===== config.mk =====
export PLATFORM = sky130hd
export DESIGN_NAME = sfwc_controller
export DESIGN_NICKNAME = d
export VERILOG_FILES = /design/src/design/sfwc_pkg.sv /design/src/design/sfwc_controller.sv
export SDC_FILE = /design/constraint.sdc
export NUM_CORES = 1
export LEC_CHECK = 0
export BUFFER_PORTS_ARGS = -buffer_cell sky130_fd_sc_hd__buf_2
export CORE_MARGIN = 2
export CORE_UTILIZATION = 35
export CTS_CLUSTER_SIZE = 25
export DETAILED_ROUTE_END_ITERATION = 10
export SETUP_SLACK_MARGIN = 0.15
export SYNTH_ARGS = -nofsm -noshare
export SYNTH_HDL_FRONTEND = slang
export SYNTH_SLANG_ARGS = --single-unit

===== constraint.sdc =====
create_clock -name clock -period 4.8 [get_ports clock]
set_input_delay 0.72 -clock clock [delete_from_list [all_inputs] [get_ports clock]]
set_output_delay 0.72 -clock clock [all_outputs]
set_load 0.03 [all_outputs]

===== src/design/sfwc_pkg.sv =====
// shared types, constants and phase enum for the sector write-back cache
// no dependencies
`timescale 1ns / 1ps
package sfwc_pkg;

   localparam int SECTOR_BYTES = 4096;
   localparam int BLOCK_BYTES = 512;
   localparam int PAGE_BYTES = 256;
   localparam int SECTOR_COUNT = 2048;
   localparam int SECTOR_BLOCKS = SECTOR_BYTES / BLOCK_BYTES;
   localparam int SECTOR_PAGES = SECTOR_BYTES / PAGE_BYTES;
   localparam int IDX_W = $clog2(SECTOR_BYTES);
   localparam int SEC_W = $clog2(SECTOR_COUNT);
   localparam int PG_W = $clog2(SECTOR_PAGES);
   localparam int BPS_W = $clog2(SECTOR_BLOCKS);
   localparam int OFF_W = $clog2(BLOCK_BYTES);
   localparam int PGB_W = $clog2(PAGE_BYTES);

   localparam logic [1:0] CMD_WRITE = 2'd0;
   localparam logic [1:0] CMD_READ = 2'd1;
   localparam logic [1:0] CMD_FLUSH = 2'd2;
   localparam logic [1:0] CMD_TICK = 2'd3;

   localparam logic [1:0] ST_DONE = 2'd0;
   localparam logic [1:0] ST_BUSY = 2'd1;
   localparam logic [1:0] ST_MISS = 2'd2;

   localparam logic [7:0] OP_WREN = 8'h06;
   localparam logic [7:0] OP_PROG = 8'h02;
   localparam logic [7:0] OP_READ = 8'h03;
   localparam logic [7:0] OP_RDSR = 8'h05;
   localparam logic [7:0] OP_ERASE = 8'h20;
   localparam logic [7:0] BYTE_IDLE = 8'hFF;
   localparam logic [7:0] BYTE_ZERO = 8'h00;

   typedef enum logic [3:0] {
      PH_IDLE, PH_WE_CMD, PH_WE_END, PH_OP_CMD, PH_OP_ADDR, PH_PROG_DATA,
      PH_WAIT_END, PH_POLL_CMD, PH_POLL_FIRST, PH_POLL_CHECK, PH_FINAL,
      PH_LD_CMD, PH_LD_ADDR, PH_LD_READ, PH_LD_END
   } phase_type;

   typedef struct packed {
      logic [1:0] cmd;
      logic [13:0] host_block;
      logic [8:0] byte_offset;
      logic [7:0] write_data;
      logic [7:0] miso_byte;
   } req_type;

   typedef struct packed {
      logic [1:0] host_status;
      logic [7:0] read_data;
      logic spi_active;
      logic chip_select_n;
      logic [7:0] mosi_byte;
      logic sequence_idle;
   } rsp_type;

   typedef enum logic [2:0] {
      MS_NONE, MS_OPCODE, MS_WB_ADDR, MS_LD_ADDR, MS_STORE, MS_IDLE_FF
   } mosi_sel_type;

   // controller to datapath commands
   typedef struct packed {
      logic host_write;
      logic mem_read_host;
      logic mem_read_prog;
      logic mem_write_load;
      logic [IDX_W-1:0] load_idx;
      logic [PG_W-1:0] page;
      logic [1:0] addr_k;
      logic erase;
      logic set_target;
      mosi_sel_type mosi_sel;
      logic [7:0] opcode;
      logic cs_n;
   } ctl_type;

   // datapath to controller status
   typedef struct packed {
      logic hit;
      logic [SEC_W-1:0] req_sector;
   } sts_type;

endpackage


===== src/design/sfwc_controller.sv =====
// sequence state machine: phases, counters, cache flags and result control
// depends on sfwc_pkg
`timescale 1ns / 1ps
module sfwc_controller (
   input logic clock,
   input logic reset,
   input logic req_valid,
   output logic req_ready,
   input sfwc_pkg::req_type req,
   input logic rsp_ready,
   output logic rsp_valid,
   output sfwc_pkg::rsp_type rsp,
   output sfwc_pkg::ctl_type ctl,
   input sfwc_pkg::sts_type sts,
   output logic valid_q,
   output logic [sfwc_pkg::SEC_W-1:0] current_sector,
   input logic [7:0] mem_q,
   input logic [7:0] mosi_q
);

   sfwc_pkg::phase_type phase_ff, phase_in;
   logic [sfwc_pkg::IDX_W:0] cnt_ff, cnt_in;
   logic [sfwc_pkg::PG_W-1:0] page_ff, page_in;
   logic valid_ff, valid_in, dirty_ff, dirty_in, erase_ff, erase_in;
   logic lf_ff, lf_in;
   logic [sfwc_pkg::SEC_W-1:0] cur_ff, cur_in;
   // sector latched at a miss, taken over when the load completes
   logic [sfwc_pkg::SEC_W-1:0] tgt_ff;
   // result holding stage: memory read data and mosi byte arrive in the cycle after accept
   logic out_ff, out_in;
   logic [1:0] st_ff, st_in;
   logic rdsel_ff, rdsel_in;
   logic act_ff, act_in, cs_ff, cs_in, idle_ff, idle_in;
   logic [7:0] rdata_ff;
   logic [7:0] mosi_hold_ff;
   logic fresh_ff;
   logic accept;
   logic tgt_ld;

   assign valid_q = valid_ff;
   assign current_sector = cur_ff;
   assign req_ready = !out_ff;
   assign accept = req_valid && req_ready;
   assign rsp_valid = out_ff;

   always_comb begin
      phase_in = phase_ff;
      cnt_in = cnt_ff;
      page_in = page_ff;
      valid_in = valid_ff;
      dirty_in = dirty_ff;
      erase_in = erase_ff;
      lf_in = lf_ff;
      cur_in = cur_ff;
      out_in = out_ff && !rsp_ready;
      st_in = st_ff;
      rdsel_in = rdsel_ff;
      act_in = act_ff;
      cs_in = cs_ff;
      idle_in = idle_ff;
      tgt_ld = 1'b0;
      ctl = '0;
      ctl.mosi_sel = sfwc_pkg::MS_NONE;
      ctl.page = page_ff;
      ctl.erase = erase_ff;
      ctl.cs_n = 1'b1;
      ctl.load_idx = sfwc_pkg::IDX_W'(cnt_ff);
      if (accept) begin
         out_in = 1'b1;
         st_in = sfwc_pkg::ST_DONE;
         rdsel_in = 1'b0;
         act_in = 1'b0;
         cs_in = 1'b1;
         if (req.cmd == sfwc_pkg::CMD_TICK) begin
            if (phase_ff != sfwc_pkg::PH_IDLE) begin
               act_in = 1'b1;
               case (phase_ff)
                  sfwc_pkg::PH_WE_CMD: begin
                     ctl.mosi_sel = sfwc_pkg::MS_OPCODE; ctl.opcode = sfwc_pkg::OP_WREN;
                     ctl.cs_n = 1'b0;
                     phase_in = sfwc_pkg::PH_WE_END; cnt_in = '0;
                  end
                  sfwc_pkg::PH_WE_END: begin
                     ctl.mosi_sel = sfwc_pkg::MS_IDLE_FF;
                     if (cnt_ff == 1) begin
                        phase_in = sfwc_pkg::PH_OP_CMD; cnt_in = '0;
                     end else
                        cnt_in = cnt_ff + 1'b1;
                  end
                  sfwc_pkg::PH_OP_CMD: begin
                     ctl.mosi_sel = sfwc_pkg::MS_OPCODE; ctl.cs_n = 1'b0;
                     ctl.opcode = erase_ff ? sfwc_pkg::OP_ERASE : sfwc_pkg::OP_PROG;
                     phase_in = sfwc_pkg::PH_OP_ADDR; cnt_in = '0;
                  end
                  sfwc_pkg::PH_OP_ADDR: begin
                     ctl.mosi_sel = sfwc_pkg::MS_WB_ADDR; ctl.cs_n = 1'b0;
                     ctl.addr_k = cnt_ff[1:0];
                     if (cnt_ff == 2) begin
                        phase_in = erase_ff ? sfwc_pkg::PH_WAIT_END : sfwc_pkg::PH_PROG_DATA;
                        cnt_in = '0;
                     end else
                        cnt_in = cnt_ff + 1'b1;
                  end
                  sfwc_pkg::PH_PROG_DATA: begin
                     ctl.mosi_sel = sfwc_pkg::MS_STORE; ctl.cs_n = 1'b0;
                     ctl.mem_read_prog = 1'b1;
                     ctl.load_idx = sfwc_pkg::IDX_W'({page_ff,
                        cnt_ff[sfwc_pkg::PGB_W-1:0]});
                     if (cnt_ff == (sfwc_pkg::PAGE_BYTES - 1)) begin
                        phase_in = sfwc_pkg::PH_WAIT_END; cnt_in = '0;
                     end else
                        cnt_in = cnt_ff + 1'b1;
                  end
                  sfwc_pkg::PH_WAIT_END: begin
                     ctl.mosi_sel = sfwc_pkg::MS_IDLE_FF;
                     if (cnt_ff == 1) begin
                        phase_in = sfwc_pkg::PH_POLL_CMD; cnt_in = '0;
                     end else
                        cnt_in = cnt_ff + 1'b1;
                  end
                  sfwc_pkg::PH_POLL_CMD: begin
                     ctl.mosi_sel = sfwc_pkg::MS_OPCODE; ctl.opcode = sfwc_pkg::OP_RDSR;
                     ctl.cs_n = 1'b0; phase_in = sfwc_pkg::PH_POLL_FIRST;
                  end
                  sfwc_pkg::PH_POLL_FIRST: begin
                     ctl.mosi_sel = sfwc_pkg::MS_NONE; ctl.cs_n = 1'b0;
                     phase_in = sfwc_pkg::PH_POLL_CHECK;
                  end
                  sfwc_pkg::PH_POLL_CHECK: begin
                     if (req.miso_byte[0]) begin
                        ctl.mosi_sel = sfwc_pkg::MS_NONE; ctl.cs_n = 1'b0;
                     end else begin
                        ctl.mosi_sel = sfwc_pkg::MS_IDLE_FF;
                        phase_in = sfwc_pkg::PH_FINAL;
                        cnt_in = (sfwc_pkg::IDX_W + 1)'(1);
                     end
                  end
                  sfwc_pkg::PH_FINAL: begin
                     ctl.mosi_sel = sfwc_pkg::MS_IDLE_FF;
                     if (cnt_ff == 3) begin
                        cnt_in = '0;
                        if (erase_ff) begin
                           erase_in = 1'b0; page_in = '0; phase_in = sfwc_pkg::PH_WE_CMD;
                        end else if (page_ff != sfwc_pkg::PG_W'(sfwc_pkg::SECTOR_PAGES - 1))
                        begin
                           page_in = page_ff + 1'b1; phase_in = sfwc_pkg::PH_WE_CMD;
                        end else begin
                           dirty_in = 1'b0;
                           if (lf_ff) begin
                              lf_in = 1'b0; valid_in = 1'b0;
                              phase_in = sfwc_pkg::PH_LD_CMD;
                           end else
                              phase_in = sfwc_pkg::PH_IDLE;
                        end
                     end else
                        cnt_in = cnt_ff + 1'b1;
                  end
                  sfwc_pkg::PH_LD_CMD: begin
                     ctl.mosi_sel = sfwc_pkg::MS_OPCODE; ctl.opcode = sfwc_pkg::OP_READ;
                     ctl.cs_n = 1'b0; phase_in = sfwc_pkg::PH_LD_ADDR; cnt_in = '0;
                  end
                  sfwc_pkg::PH_LD_ADDR: begin
                     ctl.mosi_sel = sfwc_pkg::MS_LD_ADDR; ctl.cs_n = 1'b0;
                     ctl.addr_k = cnt_ff[1:0];
                     if (cnt_ff == 2) begin
                        phase_in = sfwc_pkg::PH_LD_READ; cnt_in = '0;
                     end else
                        cnt_in = cnt_ff + 1'b1;
                  end
                  sfwc_pkg::PH_LD_READ: begin
                     ctl.mosi_sel = sfwc_pkg::MS_NONE; ctl.cs_n = 1'b0;
                     // byte from the previous transfer lands one slot back
                     ctl.mem_write_load = (cnt_ff != 0);
                     ctl.load_idx = sfwc_pkg::IDX_W'(cnt_ff - 1'b1);
                     if (cnt_ff == (sfwc_pkg::SECTOR_BYTES - 1)) begin
                        phase_in = sfwc_pkg::PH_LD_END; cnt_in = '0;
                     end else
                        cnt_in = cnt_ff + 1'b1;
                  end
                  sfwc_pkg::PH_LD_END: begin
                     ctl.mosi_sel = sfwc_pkg::MS_IDLE_FF;
                     ctl.mem_write_load = (cnt_ff == 0);
                     ctl.load_idx = sfwc_pkg::IDX_W'(sfwc_pkg::SECTOR_BYTES - 1);
                     if (cnt_ff == 1) begin
                        valid_in = 1'b1; cur_in = tgt_ff; dirty_in = 1'b0;
                        phase_in = sfwc_pkg::PH_IDLE; cnt_in = '0;
                     end else
                        cnt_in = cnt_ff + 1'b1;
                  end
                  default: begin
                     act_in = 1'b0; phase_in = sfwc_pkg::PH_IDLE;
                  end
               endcase
               cs_in = ctl.cs_n;
            end
         end else if (phase_ff != sfwc_pkg::PH_IDLE) begin
            st_in = sfwc_pkg::ST_BUSY;
         end else if (req.cmd == sfwc_pkg::CMD_FLUSH) begin
            if (valid_ff && dirty_ff) begin
               lf_in = 1'b0; erase_in = 1'b1; page_in = '0; cnt_in = '0;
               phase_in = sfwc_pkg::PH_WE_CMD; st_in = sfwc_pkg::ST_MISS;
            end
         end else if (sts.hit) begin
            if (req.cmd == sfwc_pkg::CMD_WRITE) begin
               ctl.host_write = 1'b1; dirty_in = 1'b1;
            end else begin
               ctl.mem_read_host = 1'b1; rdsel_in = 1'b1;
            end
         end else begin
            tgt_ld = 1'b1; ctl.set_target = 1'b1; st_in = sfwc_pkg::ST_MISS;
            if (valid_ff && dirty_ff) begin
               lf_in = 1'b1; erase_in = 1'b1; page_in = '0; cnt_in = '0;
               phase_in = sfwc_pkg::PH_WE_CMD;
            end else begin
               valid_in = 1'b0; phase_in = sfwc_pkg::PH_LD_CMD; cnt_in = '0;
            end
         end
         idle_in = (phase_in == sfwc_pkg::PH_IDLE);
      end
   end

   always_ff @(posedge clock) begin
      if (reset) begin
         phase_ff <= sfwc_pkg::PH_IDLE;
         cnt_ff <= '0;
         page_ff <= '0;
         valid_ff <= 1'b0;
         dirty_ff <= 1'b0;
         erase_ff <= 1'b0;
         lf_ff <= 1'b0;
         cur_ff <= '0;
         tgt_ff <= '0;
         out_ff <= 1'b0;
         fresh_ff <= 1'b0;
      end else begin
         phase_ff <= phase_in;
         cnt_ff <= cnt_in;
         page_ff <= page_in;
         valid_ff <= valid_in;
         dirty_ff <= dirty_in;
         erase_ff <= erase_in;
         lf_ff <= lf_in;
         cur_ff <= cur_in;
         if (tgt_ld)
            tgt_ff <= sts.req_sector;
         out_ff <= out_in;
         fresh_ff <= accept;
      end
   end

   always_ff @(posedge clock) begin
      st_ff <= st_in;
      rdsel_ff <= rdsel_in;
      act_ff <= act_in;
      cs_ff <= cs_in;
      idle_ff <= idle_in;
      // capture memory and mosi bytes in the cycle after accept, hold after
      if (fresh_ff) begin
         rdata_ff <= mem_q;
         mosi_hold_ff <= mosi_q;
      end
   end

   always_comb begin
      rsp.host_status = st_ff;
      rsp.read_data = !rdsel_ff ? 8'h00 : (fresh_ff ? mem_q : rdata_ff);
      rsp.spi_active = act_ff;
      rsp.chip_select_n = act_ff ? cs_ff : 1'b1;
      rsp.mosi_byte = !act_ff ? 8'h00 : (fresh_ff ? mosi_q : mosi_hold_ff);
      rsp.sequence_idle = idle_ff;
   end

endmodule


# Word-level counts from Yosys, hierarchy flattened
# Index checks and enable logic that the tools add are counted.
[op_classes]
addsub = 3
multipliers = 0
div_mod_pow = 0
order_cmp = 0
n_eq_ne = 42
shifts = 0
n_mux = 125
n_bitwise = 1
n_reduce_logical = 30
[ops]
columns = ["cell", "n"]
rows = [
  ["13-bit 2-to-1 mux", 13],
  ["4-bit 2-to-1 mux", 30],
  ["13-bit case mux with 7 select lines", 1],
  ["4-bit case mux with 14 select lines", 1],
  ["1-bit 2-to-1 mux", 50],
  ["12-bit case mux with 3 select lines", 1],
  ["8-bit 2-to-1 mux", 4],
  ["4-bit == test, second input constant", 7],
  ["14-bit 2-to-1 mux", 2],
  ["13-bit by 2-bit == test with 1-bit output, second input constant", 2],
  ["12-bit 2-to-1 mux", 2],
  ["2-bit 2-to-1 mux", 12],
  ["6-bit case mux with 4 select lines", 1],
  ["3-bit != test, second input constant", 6],
  ["3-bit case mux with 6 select lines", 1],
  ["4-bit by 3-bit == test with 1-bit output, second input constant", 4],
  ["16-bit 2-to-1 mux", 1],
  ["7-bit AND reduction", 2],
  ["14-bit OR reduction", 1],
  ["13-bit by 1-bit adder with 13-bit output, second input constant", 1],
  ["13-bit by 1-bit == test with 1-bit output, second input constant", 1],
  ["13-bit by 12-bit == test with 1-bit output, second input constant", 1],
  ["13-bit by 8-bit == test with 1-bit output, second input constant", 1],
  ["13-bit zero test", 1],
  ["32 further kinds", 55],
]
[totals]
reg_bits = 71
latch_bits = 0
mem_bits_rw = 0
rom_bits = 0
out_inout_bits = 71
word_cells = 220
mem_count = 0

# Longest topological paths before layout
[depth]
ltp_word = 9
depth_mapped = 11
ltp_nobuf = 8

# Least setup slack after synthesis
# Ideal clock, no wire load.
[synth_path]
kind = "in2out"
from = "input req[39] (netlist bit)"
to = "output ctl[27] (netlist bit)"
t_arrival_ns = 2.737
t_required_ns = 4.080
setup_slack_ns = 1.343
cell_stages = 6
path_buffers = 1
cell_sequence = "ha_1 -> clkbuf_1 -> clkinv_1 -> nor2_1 -> nand2_1 -> o31ai_1"
[synth_lines]
columns = ["element", "line", "rtl"]
rows = [
  ["start, declared", "sfwc_controller.sv:9", "input sfwc_pkg::req_type req,"],
  ["end, declared", "sfwc_controller.sv:13", "output sfwc_pkg::ctl_type ctl,"],
]

==> Flow_metrics.wiki <==
{| class="wikitable"
! Metric !! Value
|-
| Run status || finished clean
|-
| Residual antenna-violating net count after detailed routing || 0
|-
| Cell depth of the worst flop-to-flop path || 6
|-
| Type of destination of the critical path || output port
|-
| Hold Path Sink || tgt_ff[10]$_SDFFE_PP0P_
|-
| Min-Delay Path Class || flip-flop to flip-flop
|-
| Most common cell after layout, fill and taps aside || buf_2
|-
| Die area || 0.0132 mm²
|-
| Area taken by multi-input logic gates || 0.00253 mm²
|-
| Worst slew margin relative to its limit || 0.387
|-
| Area share of xor/xnor cells in the synthesized design || 0.0244
|-
| Yosys cell types || 67
|-
| Commonest non-fill, non-tap cells in the layout || buf_2, nor2_1, dfxtp_1
|-
| Total half-perimeter wirelength after legalization and detailed placement || 9000 µm
|-
| Hold buffers post-CTS || 0
|-
| Crit path kind || flip-flop to output port
|-
| Number of sinks on the clock net || 71
|-
| Maximum number of pins on one net before global-route repair || 37
|-
| Synthesized-area fraction occupied by and/or/nand/nor cells || 0.268
|-
| Global route overflow || 0
|-
| Actual transition at the worst max-transition pin || 0.916 ns
|-
| Crit-path slowest cell || dfxtp_1
|-
| Vertical die dimension || 115 µm
|-
| Net switching power || 421 µW
|-
| Number of antenna cells inserted || 0
|-
| Die width || 115 µm
|-
| Root buffer selected by CTS || clkbuf_16
|-
| Synth Flop Type || dfxtp_1
|-
| Cell area after technology mapping || 0.00430 mm²
|-
| Placed instance area || 0.00482 mm²
|-
| Crit path required time || 4.08 ns
|-
| Largest stage delay on the critical path || 0.89 ns
|-
| Sequential element share of the synthesized area || 0.344
|-
| Finish-stage setup viols || 0
|-
| Setup slack of the most critical reg-to-reg path || 1.44 ns
|-
| Number of flops mapped to enable cells by yosys || 6
|-
| Synthesized instance count || 548
|-
| Clock network power share || 0.433
|-
| Total power divided by cell area || 312 mW/mm²
|-
| Count of input and output buffers || 101
|-
| Terminus of the critical flop-to-flop path || cnt_ff[10]$_SDFFE_PP0P_
|-
| Arr. time, crit path || 3.11 ns
|-
| Internal Pwr Total || 1180 µW
|-
| First-pass GRT wire length || 19200 µm
|-
| Total core area || 0.0120 mm²
|-
| Register bit count reported by yosys || 71
|-
| CTS tree || done
|-
| Layout Area Growth over Synthesis || 19.4%
|-
| CTS H-tree lvls || 3
|-
| Worst Hold Depth || 2
|-
| Antenna violations before repair || 0
|-
| Post-Synth Adder-Cell Area || 0.0378
|-
| Number of top-level design ports || 144
|-
| Number of global-route vias before repair || 3854
|-
| Source of the worst register-to-register timing path || phase_ff[1]$_SDFFE_PP0P_
|-
| Maximum clock skew at final layout || 0.00623 ns
|-
| Clock buffers created by TritonCTS || 9
|-
| Final worst path period share || 0.798
|-
| Switch share || 0.262
|-
| Initial Utilization || 0.358
|-
| Critical-path maximum fanout || 27
|-
| Mean instance size in the synthesized netlist || 7.85 µm²
|-
| Proportion of layout cells with a drive suffix above 1 || 0.227
|-
| Insertion delay of the later-clocked pin in the worst-skew pair || 0.33 ns
|-
| Startpoint kind of the worst setup timing path || flip-flop
|-
| Largest cells by area after synthesis || dfxtp_1, nor2_1, nand2_1
|-
| Pleak || 0.00224 µW
|-
| Buffer levels on the longest clock path || 2
|-
| Setup Buffers After CTS || 0
|-
| Combinational family with the most area after synthesis || simple AND/OR/NAND/NOR gates
|-
| Mux share of post-synthesis cell area || 0.0721
|-
| Total detailed-routing wirelength || 12000 µm
|-
| Final worst slack || 0.970 ns
|-
| Wire length per cell after detailed routing || 15.5 µm
|-
| Total negative slack || 0 ns
|-
| Pre-CTS WS || 1.10 ns
|-
| Asr flop ratio synth || 0
|-
| # rows || 40
|-
| Final nets || 711
|-
| Setup repair after global routing missed its margin || false
|-
| Post-synthesis compound-gate area fraction || 0.182
|-
| Final worst hold slack || 0.454 ns
|-
| Via count normalized by instance count || 5.39
|-
| Post-route standard cell area excluding fillers || 0.00514 mm²
|-
| Final-layout fill cell count || 1250
|-
| Ordered cell list for the critical path || nor2b_1 > nand2_1 > a21oi_1 > a21boi_0 > a2bb2oi_1 > buf_2
|-
| Startpoint of the worst hold path || tgt_ff[10]$_SDFFE_PP0P_
|-
| Fraction of power consumed by sequential logic || 0.412
|-
| Peak supply drop || 0.224 mV
|-
| Library cell with the largest summed area after synthesis || dfxtp_1
|-
| Count of cells resized by post-cts repair || 0
|-
| Sequential cell area || 0.00148 mm²
|-
| Share of Yosys cell area claimed by the top area cell type || 0.303
|-
| Clock transition at path regs || 0.05 ns
|-
| Weighted congestion at the end of routability-driven global placement || 0.924
|-
| Max Clock Freq || 0.261 GHz
|-
| Endpoints failing hold || 0
|-
| All-layer global routing usage || 0.182
|-
| Detailed Route Iter0 Violations || 230
|-
| Yosys Warn Count || 0
|-
| Share of power burned in combinational logic || 0.155
|-
| DR vias || 4185
|-
| Number of iterations in the first detailed-routing pass || 5
|-
| Max-slew violations || 0
|-
| Maxcap violations || 0
|-
| Final standard cell utilization of the core || 0.428
|-
| Total DRC errors in the routed layout || 0
|-
| Tmin final || 3.83 ns
|}
critical path: cells and delay by family (launching register included):
| kind | cells | cell delay, ns |
|---|---|---|
| flip-flops | 1 | 0.89 |
| AO/OA/AOI/OAI | 3 | 1.00 |
| buffers and inverters | 1 | 0.22 |
| AND/OR/NAND/NOR | 2 | 0.67 |
registers in the layout, summed over array words and instances, names as in the netlist, 2 cells and up:
name,flops
phase_ff,4
cnt_ff,13
st_ff,2
tgt_ff,11
current_sector,11
mosi_hold_ff,8
page_ff,4
rdata_ff,8
worst max-delay path by stage:
stage | depth (start not counted) | startpoint | end | slack, ns
floorplan | 6 | req[39] | ctl[27] | 1.34
global placement | 9 | req[40] | cnt_ff[11]$_SDFFE_PP0P_ | 1.12
detailed placement | 9 | req[40] | cnt_ff[10]$_SDFFE_PP0P_ | 1.10
CTS | 6 | phase_ff[1]$_SDFFE_PP0P_ | ctl[29] | 0.98
global route | 6 | phase_ff[1]$_SDFFE_PP0P_ | ctl[29] | 0.77
finish | 6 | phase_ff[1]$_SDFFE_PP0P_ | ctl[29] | 0.97
cells by family after synthesis:
logic type | Yosys count
buf+inv | 63
other cells | 1
mux | 29
fa+ha+maj | 13
flops | 71
xor+xnor | 12
simple gates | 235
compound gates | 124
metrics by stage:
stage / std cells / power (µW)
2_1_floorplan: 551 / 858
3_3_place_gp: 761 / 916
3_5_place_dp: 761 / 923
4_1_cts: 777 / 1630
5_1_grt: 777 / 1680
6_report: 777 / 1600
metal layers:
metal | vias to the layer above | track usage | wire (µm)
met5 | - | 0 | 0
met4 | 0 | 0.0723 | 226
met3 | 15 | 0.0401 | 742
met2 | 154 | 0.295 | 5790
met1 | 1947 | 0.236 | 5280
li1 | 2069 | - | -
power groups by stage:
stage               Sequential [µW]  Combinational [µW]  Clock (µW)
CTS                             661                 250         716
floorplan                       664                 194           0
global placement                671                 245           0
finish                          661                 249         695
detailed placement              674                 249           0
global route                    665                 273         745
cells in the mapped netlist (6+ instances only):
cell type	instances
a31oi_1	7
xnor2_1	7
mux2i_1	13
nand3_1	11
and3_1	7
buf_2	6
mux2_2	16
and2_1	24
ha_1	13
edfxtp_1	6
nand2_1	61
a21oi_1	41
nor2_1	67
clkbuf_1	24
inv_1	18
nor3_1	20
o21ai_0	30
nor4_1	6
dfxtp_1	65
buf_4	8
nand2b_1	8
layout make-up:
type	instances	area share
Clock buffer	11	0.0453
Clock inverter	5	0.0161
Inverter	21	0.0178
Multi-Input combinational cell	417	0.492
Sequential cell	71	0.288
Tap cell	147	0.0358
Timing Repair Buffer	105	0.104
No activity file was read; power rests on OpenSTA's default activity.
